<file path="src/design/dcfp_pkg.sv">
// Shared types, character codes and helpers for the command frame parser.
`default_nettype none

package dcfp_pkg;

    localparam int unsigned DCFP_FRAME_LEN = 24;

    localparam logic [7:0] CH_HEADER = 8'h4D;  // 'M'
    localparam logic [7:0] CH_DELIM  = 8'h5F;  // '_'
    localparam logic [7:0] CH_CR     = 8'h0D;
    localparam logic [7:0] CH_LF     = 8'h0A;
    localparam logic [7:0] CH_ZERO   = 8'h30;
    localparam logic [7:0] CH_NINE   = 8'h39;

    // Field numbers, counted by closing delimiters.
    localparam logic [3:0] FLD_WHEEL_DIR   = 4'd1;
    localparam logic [3:0] FLD_WHEEL_RATE  = 4'd2;
    localparam logic [3:0] FLD_BRUSH_CMD   = 4'd3;
    localparam logic [3:0] FLD_BRUSH_RATE  = 4'd4;
    localparam logic [3:0] FLD_AUTO_MODE   = 4'd5;
    localparam logic [3:0] FLD_PUMP_CMD    = 4'd6;
    localparam logic [3:0] FLD_LINE_FLAG   = 4'd7;
    localparam logic [3:0] FLD_DIRT_FLAG   = 4'd8;
    localparam logic [3:0] FLD_SATURATED   = 4'd9;

    localparam int unsigned OUT_TDATA_W = 72;

    typedef struct packed {
        logic       bad;
        logic [7:0] wheel_dir;
        logic [9:0] wheel_rate;
        logic [7:0] brush_cmd;
        logic [9:0] brush_rate;
        logic [7:0] auto_mode;
        logic [7:0] pump_cmd;
        logic [7:0] line_flag;
        logic [7:0] dirt_flag;
    } t_frame_res;

    // A byte outside '0'..'9' counts as zero.
    function automatic logic [3:0] digit_val(input logic [7:0] c);
        logic [7:0] d;
        begin
            d = c - CH_ZERO;
            digit_val = (c >= CH_ZERO && c <= CH_NINE) ? d[3:0] : 4'd0;
        end
    endfunction

    function automatic logic [9:0] speed_val(input logic [7:0] c0, input logic [7:0] c1,
                                             input logic [7:0] c2);
        begin
            speed_val = 10'(digit_val(c0)) * 10'd100 + 10'(digit_val(c1)) * 10'd10
                      + 10'(digit_val(c2));
        end
    endfunction

endpackage

`default_nettype wire

</file>
<file path="src/design/delimited_command_frame_parser_core.sv">
// Top level of the delimited command frame parser with stream handshakes.
`default_nettype none

// Takes one received byte per beat and closes a frame every FRAME_LEN bytes,
// giving one result beat per frame. A byte can be accepted in every cycle;
// it goes through an input register, the parser's per-byte update and a
// result register, which offers the frame's result after the last byte
// has passed from the input register. The input side stalls only when a
// new result is ready while the previous one has not yet been taken. Result
// tlast is always set, tuser carries the bad-frame flag, and on a bad
// frame every tdata field is zero.
module delimited_command_frame_parser_core #(
    parameter int unsigned FRAME_LEN = dcfp_pkg::DCFP_FRAME_LEN
) (
    input  wire logic                              i_clk,
    input  wire logic                              i_rst_n,
    input  wire logic                              i_s_axis_tvalid,
    output logic                                   o_s_axis_tready,
    input  wire logic [7:0]                        i_s_axis_tdata,   // rx_byte
    output logic                                   o_m_axis_tvalid,
    input  wire logic                              i_m_axis_tready,
    // [7:0] wheel_dir, [17:8] wheel_rate, [25:18] brush_cmd,
    // [35:26] brush_rate, [43:36] auto_mode, [51:44] pump_cmd,
    // [59:52] line_flag, [67:60] dirt_flag, [71:68] zero
    output logic [dcfp_pkg::OUT_TDATA_W-1:0]       o_m_axis_tdata,
    output logic                                   o_m_axis_tlast,   // frame_done
    output logic                                   o_m_axis_tuser    // frame_bad
);
    import dcfp_pkg::*;

    logic             r_in_valid;
    logic [7:0]       r_in_byte;
    logic             r_out_valid;
    logic             r_out_bad;
    logic [OUT_TDATA_W-1:0] r_out_data;
    logic             w_last;
    logic             w_advance;
    t_frame_res       w_res;

    dcfp_parse #(
        .FRAME_LEN(FRAME_LEN)
    ) u_parse (
        .i_clk  (i_clk),
        .i_rst_n(i_rst_n),
        .i_step (w_advance),
        .i_byte (r_in_byte),
        .o_last (w_last),
        .o_res  (w_res)
    );

    // Only the closing byte of a frame needs room in the result register.
    assign w_advance       = r_in_valid && (!w_last || !r_out_valid || i_m_axis_tready);
    assign o_s_axis_tready = !r_in_valid || w_advance;

    always_ff @(posedge i_clk) begin
        if (!i_rst_n) begin
            r_in_valid <= 1'b0;
        end else if (i_s_axis_tvalid && o_s_axis_tready) begin
            r_in_valid <= 1'b1;
        end else if (w_advance) begin
            r_in_valid <= 1'b0;
        end
    end

    always_ff @(posedge i_clk) begin
        if (i_s_axis_tvalid && o_s_axis_tready) begin
            r_in_byte <= i_s_axis_tdata;
        end
    end

    always_ff @(posedge i_clk) begin
        if (!i_rst_n) begin
            r_out_valid <= 1'b0;
        end else if (w_advance && w_last) begin
            r_out_valid <= 1'b1;
        end else if (i_m_axis_tready) begin
            r_out_valid <= 1'b0;
        end
    end

    always_ff @(posedge i_clk) begin
        if (w_advance && w_last) begin
            r_out_bad  <= w_res.bad;
            r_out_data <= {4'd0, w_res.dirt_flag, w_res.line_flag, w_res.pump_cmd,
                           w_res.auto_mode, w_res.brush_rate, w_res.brush_cmd,
                           w_res.wheel_rate, w_res.wheel_dir};
        end
    end

    assign o_m_axis_tvalid = r_out_valid;
    assign o_m_axis_tdata  = r_out_data;
    assign o_m_axis_tlast  = 1'b1;
    assign o_m_axis_tuser  = r_out_bad;

endmodule

`default_nettype wire

</file>
<file path="src/design/dcfp_parse.sv">
// Per-byte frame parser: field tracking, field store and frame result.
`default_nettype none

module dcfp_parse #(
    parameter int unsigned FRAME_LEN = dcfp_pkg::DCFP_FRAME_LEN
) (
    input  wire logic                 i_clk,
    input  wire logic                 i_rst_n,
    input  wire logic                 i_step,
    input  wire logic [7:0]           i_byte,
    output logic                      o_last,
    output dcfp_pkg::t_frame_res      o_res
);
    import dcfp_pkg::*;

    localparam int unsigned POS_W = $clog2(FRAME_LEN);
    localparam logic [POS_W-1:0] LAST_POS = POS_W'(FRAME_LEN - 1);

    logic [POS_W-1:0] r_byte_pos, n_byte_pos;
    logic [3:0]       r_field_count, n_field_count;
    logic [1:0]       r_char_pos, n_char_pos;
    logic [7:0]       r_prev_byte, n_prev_byte;
    logic             r_header_ok, n_header_ok;
    logic             r_stopped, n_stopped;
    logic [7:0]       r_char_fields [6];
    logic [7:0]       n_char_fields [6];
    logic [7:0]       r_speed_digits [6];
    logic [7:0]       n_speed_digits [6];
    logic [7:0]       r_pending [3];
    logic [7:0]       n_pending [3];

    assign o_last = (r_byte_pos == LAST_POS);

    always_comb begin
        n_byte_pos     = r_byte_pos + POS_W'(1);
        n_field_count  = r_field_count;
        n_char_pos     = r_char_pos;
        n_prev_byte    = i_byte;
        n_header_ok    = r_header_ok;
        n_stopped      = r_stopped;
        n_char_fields  = r_char_fields;
        n_speed_digits = r_speed_digits;
        n_pending      = r_pending;

        if (r_byte_pos == '0) begin
            n_header_ok = (i_byte == CH_HEADER);
        end

        if (!r_stopped) begin
            if (i_byte == CH_DELIM) begin
                // An underscore right after an 'M' byte (the header code) restarts the field count.
                if (r_prev_byte == CH_HEADER) begin
                    n_field_count = '0;
                end else begin
                    if (r_field_count < FLD_SATURATED) begin
                        n_field_count = r_field_count + 4'd1;
                    end
                    case (n_field_count)
                        FLD_WHEEL_RATE: begin
                            for (int k = 0; k < 3; k++) begin
                                if (2'(k) < r_char_pos) n_speed_digits[k] = r_pending[k];
                            end
                        end
                        FLD_BRUSH_RATE: begin
                            for (int k = 0; k < 3; k++) begin
                                if (2'(k) < r_char_pos) n_speed_digits[k+3] = r_pending[k];
                            end
                        end
                        FLD_WHEEL_DIR: begin
                            if (r_char_pos != '0) n_char_fields[0] = r_pending[0];
                        end
                        FLD_BRUSH_CMD: begin
                            if (r_char_pos != '0) n_char_fields[1] = r_pending[0];
                        end
                        FLD_AUTO_MODE: begin
                            if (r_char_pos != '0) n_char_fields[2] = r_pending[0];
                        end
                        FLD_PUMP_CMD: begin
                            if (r_char_pos != '0) n_char_fields[3] = r_pending[0];
                        end
                        FLD_LINE_FLAG: begin
                            if (r_char_pos != '0) n_char_fields[4] = r_pending[0];
                        end
                        FLD_DIRT_FLAG: begin
                            if (r_char_pos != '0) n_char_fields[5] = r_pending[0];
                        end
                        default: begin
                        end
                    endcase
                end
                n_char_pos = '0;
            end else if (i_byte == CH_LF && r_prev_byte == CH_CR) begin
                n_stopped = 1'b1;
            end else if (r_char_pos != 2'd3) begin
                n_pending[r_char_pos] = i_byte;
                n_char_pos            = r_char_pos + 2'd1;
            end
        end
    end

    // A good frame ends in LF, which never commits a field, so the result
    // reads the stored fields directly.
    always_comb begin
        o_res     = '0;
        o_res.bad = !(r_header_ok && i_byte == CH_LF);
        if (!o_res.bad) begin
            o_res.wheel_dir   = r_char_fields[0];
            o_res.wheel_rate  = speed_val(r_speed_digits[0], r_speed_digits[1],
                                          r_speed_digits[2]);
            o_res.brush_cmd   = r_char_fields[1];
            o_res.brush_rate  = speed_val(r_speed_digits[3], r_speed_digits[4],
                                          r_speed_digits[5]);
            o_res.auto_mode   = r_char_fields[2];
            o_res.pump_cmd    = r_char_fields[3];
            o_res.line_flag   = r_char_fields[4];
            o_res.dirt_flag   = r_char_fields[5];
        end
    end

    always_ff @(posedge i_clk) begin
        if (!i_rst_n || (i_step && o_last)) begin
            r_byte_pos     <= '0;
            r_field_count  <= '0;
            r_char_pos     <= '0;
            r_prev_byte    <= '0;
            r_header_ok    <= 1'b0;
            r_stopped      <= 1'b0;
            r_char_fields  <= '{default: '0};
            r_speed_digits <= '{default: '0};
            r_pending      <= '{default: '0};
        end else if (i_step) begin
            r_byte_pos     <= n_byte_pos;
            r_field_count  <= n_field_count;
            r_char_pos     <= n_char_pos;
            r_prev_byte    <= n_prev_byte;
            r_header_ok    <= n_header_ok;
            r_stopped      <= n_stopped;
            r_char_fields  <= n_char_fields;
            r_speed_digits <= n_speed_digits;
            r_pending      <= n_pending;
        end
    end

`ifndef SYNTHESIS
    a_field_count_range: assert property (@(posedge i_clk) disable iff (!i_rst_n)
        r_field_count <= FLD_SATURATED)
        else $error("field count beyond saturation");

    a_frame_wraps: assert property (@(posedge i_clk) disable iff (!i_rst_n)
        i_step && o_last |=> r_byte_pos == '0 && !r_stopped && r_field_count == '0)
        else $error("frame state not cleared after the closing byte");

    a_stopped_freezes: assert property (@(posedge i_clk) disable iff (!i_rst_n)
        r_stopped && i_step && !o_last |=> $stable(r_field_count) && $stable(r_char_pos))
        else $error("parsing continued after CR LF");
`endif

endmodule

`default_nettype wire
</file>
<file path="config.mk">
export PLATFORM = sky130hd
export DESIGN_NAME = delimited_command_frame_parser_core
export DESIGN_NICKNAME = d
export VERILOG_FILES = /design/src/design/dcfp_pkg.sv /design/src/design/delimited_command_frame_parser_core.sv /design/src/design/dcfp_parse.sv
export SDC_FILE = /design/constraint.sdc
export NUM_CORES = 1
export LEC_CHECK = 0
export BUFFER_PORTS_ARGS = -buffer_cell sky130_fd_sc_hd__buf_2
export CORE_ASPECT_RATIO = 0.6
export CORE_MARGIN = 10
export CORE_UTILIZATION = 30
export DETAILED_ROUTE_END_ITERATION = 10
export PLACE_DENSITY = 0.46
export SLEW_MARGIN = 20
export SYNTH_ARGS = -nofsm -noshare
export SYNTH_HDL_FRONTEND = slang
export SYNTH_HIERARCHICAL = 1
export SYNTH_SLANG_ARGS = --single-unit
</file>
<file path="constraint.sdc">
create_clock -name i_clk -period 11 [get_ports i_clk]
set_clock_uncertainty 0.1 [all_clocks]
set_input_delay 1.1 -clock i_clk [delete_from_list [all_inputs] [get_ports i_clk]]
set_output_delay 1.1 -clock i_clk [all_outputs]
set_load 0.02 [all_outputs]
</file>
==> impl_metrics.json <==
{
  "antenna-diode-count": 0,
  "post_drt_wl_per_cell_um": 16.7,
  "post-dp-hpwl_um": 16600,
  "cts.sink_count": 220,
  "worstSetupStartpointType": "flip-flop",
  "ctsHoldBuffers": 0,
  "timing.setup.tns_ns": 0,
  "fmax_mhz": 235,
  "cts.root.buffer_cell": "clkbuf_16",
  "synth_top_cells_by_area": "dfxtp_1, edfxtp_1, mux2i_1",
  "timing.final.crit_share_pct": 38.7,
  "synthDominantCellAreaShare_pct": 28.7,
  "finalNetCount": 1071,
  "buffer_ports.inserted": 82,
  "post_synth_mux_area_share_pct": 9.82,
  "critPathRequiredTime_ns": 11.17,
  "postSynthRegisterBits": 220,
  "critical-path-top-cell-by-count": "ha_1",
  "setup-violations-final": 0,
  "yosysWarningCount": 6,
  "worst-path-max-fanout": 5,
  "worst-endpoint-arrival_ns": 4.43,
  "max_cap_violations": 0,
  "synth_edf_count": 77,
  "cts.reportedPaths.clkPinSlew_ns": 0.06,
  "clk_path_buf_depth": 3,
  "via_count_of_the_first_global_routing_pass": 6764,
  "timing_worst_setup_path_type": "reg -> reg",
  "yosysSeqAreaShare_pct": 51.8,
  "synth-compound-area-share_pct": 5.38,
  "fp-row-count": 51,
  "grt_start_max_net_pins": 86,
  "cts-resized-gates": 0,
  "synth_async_sr_flop_share_pct": 0,
  "dr.pass1.iters": 4,
  "vias": 6663,
  "route.final.wire_length_um": 24400,
  "finalWeightedCongestion": 0.791,
  "synth_cell_type_count": 63,
  "ios": 88,
  "cts.repair_timing.setup_buffer_count": 0,
  "syn_inst_count": 927,
  "globalRouteOverflowTotal": 0,
  "syn-cell-area_um2": 9990,
  "die_x_um": 256,
  "p_switching_w": 0.000377,
  "synth-xor-area-share_pct": 1.93,
  "post-route-min-period_ns": 4.26,
  "synthAdderAreaFrac_pct": 8.90,
  "antenna_violations_before_repair": 0,
  "post_synth_and_or_nand_nor_area_fraction_pct": 18.3,
  "ys_dominant_reg_cell": "dfxtp_1",
  "setup.worst_path.end_class": "flip-flop",
  "synth_top_cell_by_area": "dfxtp_1",
  "cts.htree.levels": 1,
  "layout-area-overhead-vs-synth_pct": 15.6,
  "final-hold-violation-count": 0,
  "finalCoreUtilization_pct": 35.4,
  "critical_path.cell_chain": "o21ai_0 -> and4_1 -> and2_1 -> ha_1 -> ha_1 -> inv_1 -> fa_1 -> xor2_1 -> ha_1 -> ha_1 -> and3_1 -> a2111oi_0 -> a21oi_1 -> xnor2_1 -> nor2_1",
  "peakVddDrop_mv": 0.0833,
  "timing.max_slew.rel_slack_pct": 37.7,
  "cts-buffers-inserted": 24,
  "critical_path.slowest_cell": "a2111oi_0",
  "via_per_inst": 4.56,
  "total_leakage_power_nw": 5.03,
  "coreArea_um2": 32600,
  "die_height_um": 161,
  "worst_path_largest_cell_delay_ns": 0.76,
  "post_synth.cell_area_avg_um2": 10.8,
  "combPwrFrac_pct": 2.5,
  "p_clk_share_pct": 45.8,
  "ant_nets": 0,
  "grt_util_overall_pct": 11.8,
  "tritoncts": "built",
  "grt_first_pass_wirelength_um": 39500,
  "p_per_area_nw_per_um2": 143,
  "worst_skew_pair.late_latency_ns": 0.53,
  "status": "completed",
  "synth_top_family_by_area": "simple AND/OR/NAND/NOR gates",
  "cellInternalPower_w": 0.00127,
  "worstHoldPathType": "reg -> reg",
  "grt_setup_unrepaired": "false",
  "floorplan.die_area_um2": 41200,
  "drc_errors": 0,
  "worst-slew-pin-transition_ns": 0.934,
  "power_switching_share_pct": 22.9,
  "slew_viol_final": 0,
  "seqPwrFrac_pct": 51.7,
  "count_of_routing_violations_after_the_opening_detailed_route_iteration": 487,
  "layout-drive-gt1-share_pct": 14.6,
  "floorplan.initialDensity_pct": 30.6
}
==> layout make-up <==
class                      instances  area [µm²]
clock buffer                      31         637
fill                            3314       21100
clock inverter                    13        91.3
tap                              450         563
sequential                       220        5170
multi-input combinational        621        4480
inverter                          39         146
timing repair buffer              88         455
==> cells in the mapped netlist, drive strengths merged, types with 2 or more instances <==
master / count
dfxtp: 143
mux2i: 98
nand2: 97
edfxtp: 77
nor2: 69
and3: 60
ha: 55
o21ai: 41
inv: 39
nand3: 37
clkbuf: 28
and2: 24
buf: 22
a21oi: 20
xnor2: 13
fa: 10
nand4: 9
xor2: 9
and4: 8
a211oi: 6
nor2b: 6
nor3: 5
a21boi: 4
a21o: 4
nand2b: 4
nor3b: 4
and4b: 3
nor4b: 3
a2111oi: 2
a31oi: 2
conb: 2
nor4: 2
o21a: 2
o21bai: 2
or2: 2
or4: 2
==> routing by layer <==
layer  routed length, µm  global-route usage [%]  up-vias
li1                    -                       -     3396
met4                 367                    2.21        0
met3                1030                    2.61       26
met1               13800                    18.3     3135
met2                9240                    16.1      106
met5                   0                       0        -
==> placed cells by master, fill, tap and decap left out, types with 3 or more instances in the layout <==
cell / count
nand4_1: 6
ha_1: 55
nand2b_1: 4
mux2i_1: 98
xnor2_1: 13
o21ai_0: 32
xor2_1: 9
dfxtp_1: 143
buf_4: 6
and2_1: 23
nor3b_1: 4
and4b_1: 3
o21ai_1: 9
buf_2: 82
fa_1: 10
and3_1: 60
nor2b_1: 5
a211oi_1: 6
clkbuf_1: 6
conb_1: 5
edfxtp_1: 77
a21o_1: 4
nor2_1: 67
nand4_2: 3
inv_1: 39
nand3_1: 37
a21oi_1: 20
and4_1: 8
clkinvlp_4: 3
clkinv_2: 5
nand2_1: 95
clkbuf_16: 24
==> registers in the layout, summed over array words and instances (netlist names) <==
register / count
o_m_axis_tdata: 68
u_parse/r_prev_byte: 8
o_m_axis_tvalid: 1
u_parse/r_field_count: 4
u_parse/r_char_fields: 48
r_in_byte: 8
u_parse/r_char_pos: 2
u_parse/r_header_ok: 1
u_parse/r_stopped: 1
u_parse/r_speed_digits: 48
r_in_valid: 1
u_parse/r_byte_pos: 5
u_parse/r_pending: 24
o_m_axis_tuser: 1
==> logic make-up after synthesis <==
kind of cell               after synthesis
muxes                                   98
adders and majority gates               65
DFF                                    220
and+or+nand+nor                        341
buffers and inverters                   89
other                                    2
AOI/OAI and AO/OA                       90
xor gates and xnor gates                22
==> worst paths after layout <==
kind	end	start	slack (ns)	cells after the start
setup reg to reg	o_m_axis_tdata[35]	u_parse/r_speed_digits[11]	6.74	15
hold / removal	u_parse/r_char_fields[17]	u_parse/r_char_fields[17]	0.35	2
hold reg to reg	u_parse/r_char_fields[17]	u_parse/r_char_fields[17]	0.35	2
setup / recovery	o_m_axis_tdata[35]	u_parse/r_speed_digits[11]	6.74	15
==> power by group through the flow <==
stage | Clock (W) | Sequential [W] | Combinational [W]
floorplan | 0 | 0.000867 | 0.0000292
global placement | 0 | 0.000870 | 0.0000409
detailed placement | 0 | 0.000870 | 0.0000410
CTS | 0.000781 | 0.000852 | 0.0000412
global route | 0.000821 | 0.000852 | 0.0000455
finish | 0.000754 | 0.000852 | 0.0000410
==> stage by stage <==
step,total power (W),hold slack (ns),setup slack (ns),cells,cell area [µm²]
final,0.00165,0.352,6.74,1462,11500
after floorplan,0.000896,0.330,6.24,930,10000
after global routing,0.00172,0.372,6.42,1462,11500
after global placement,0.000911,0.338,6.85,1418,10800
after detailed placement,0.000911,0.344,6.76,1418,10800
after CTS,0.00167,0.353,6.76,1462,11500
==> critical path, delay by kind of cell, from the launching register on <==
kind / cells / cell delay (ns)
compound gates: 3 / 1.03
xor+xnor: 2 / 0.35
fa+ha+maj: 5 / 1.44
buf+inv: 1 / 0.06
flops: 1 / 0.35
simple gates: 4 / 0.67
Power figures use the tool's default switching activity.
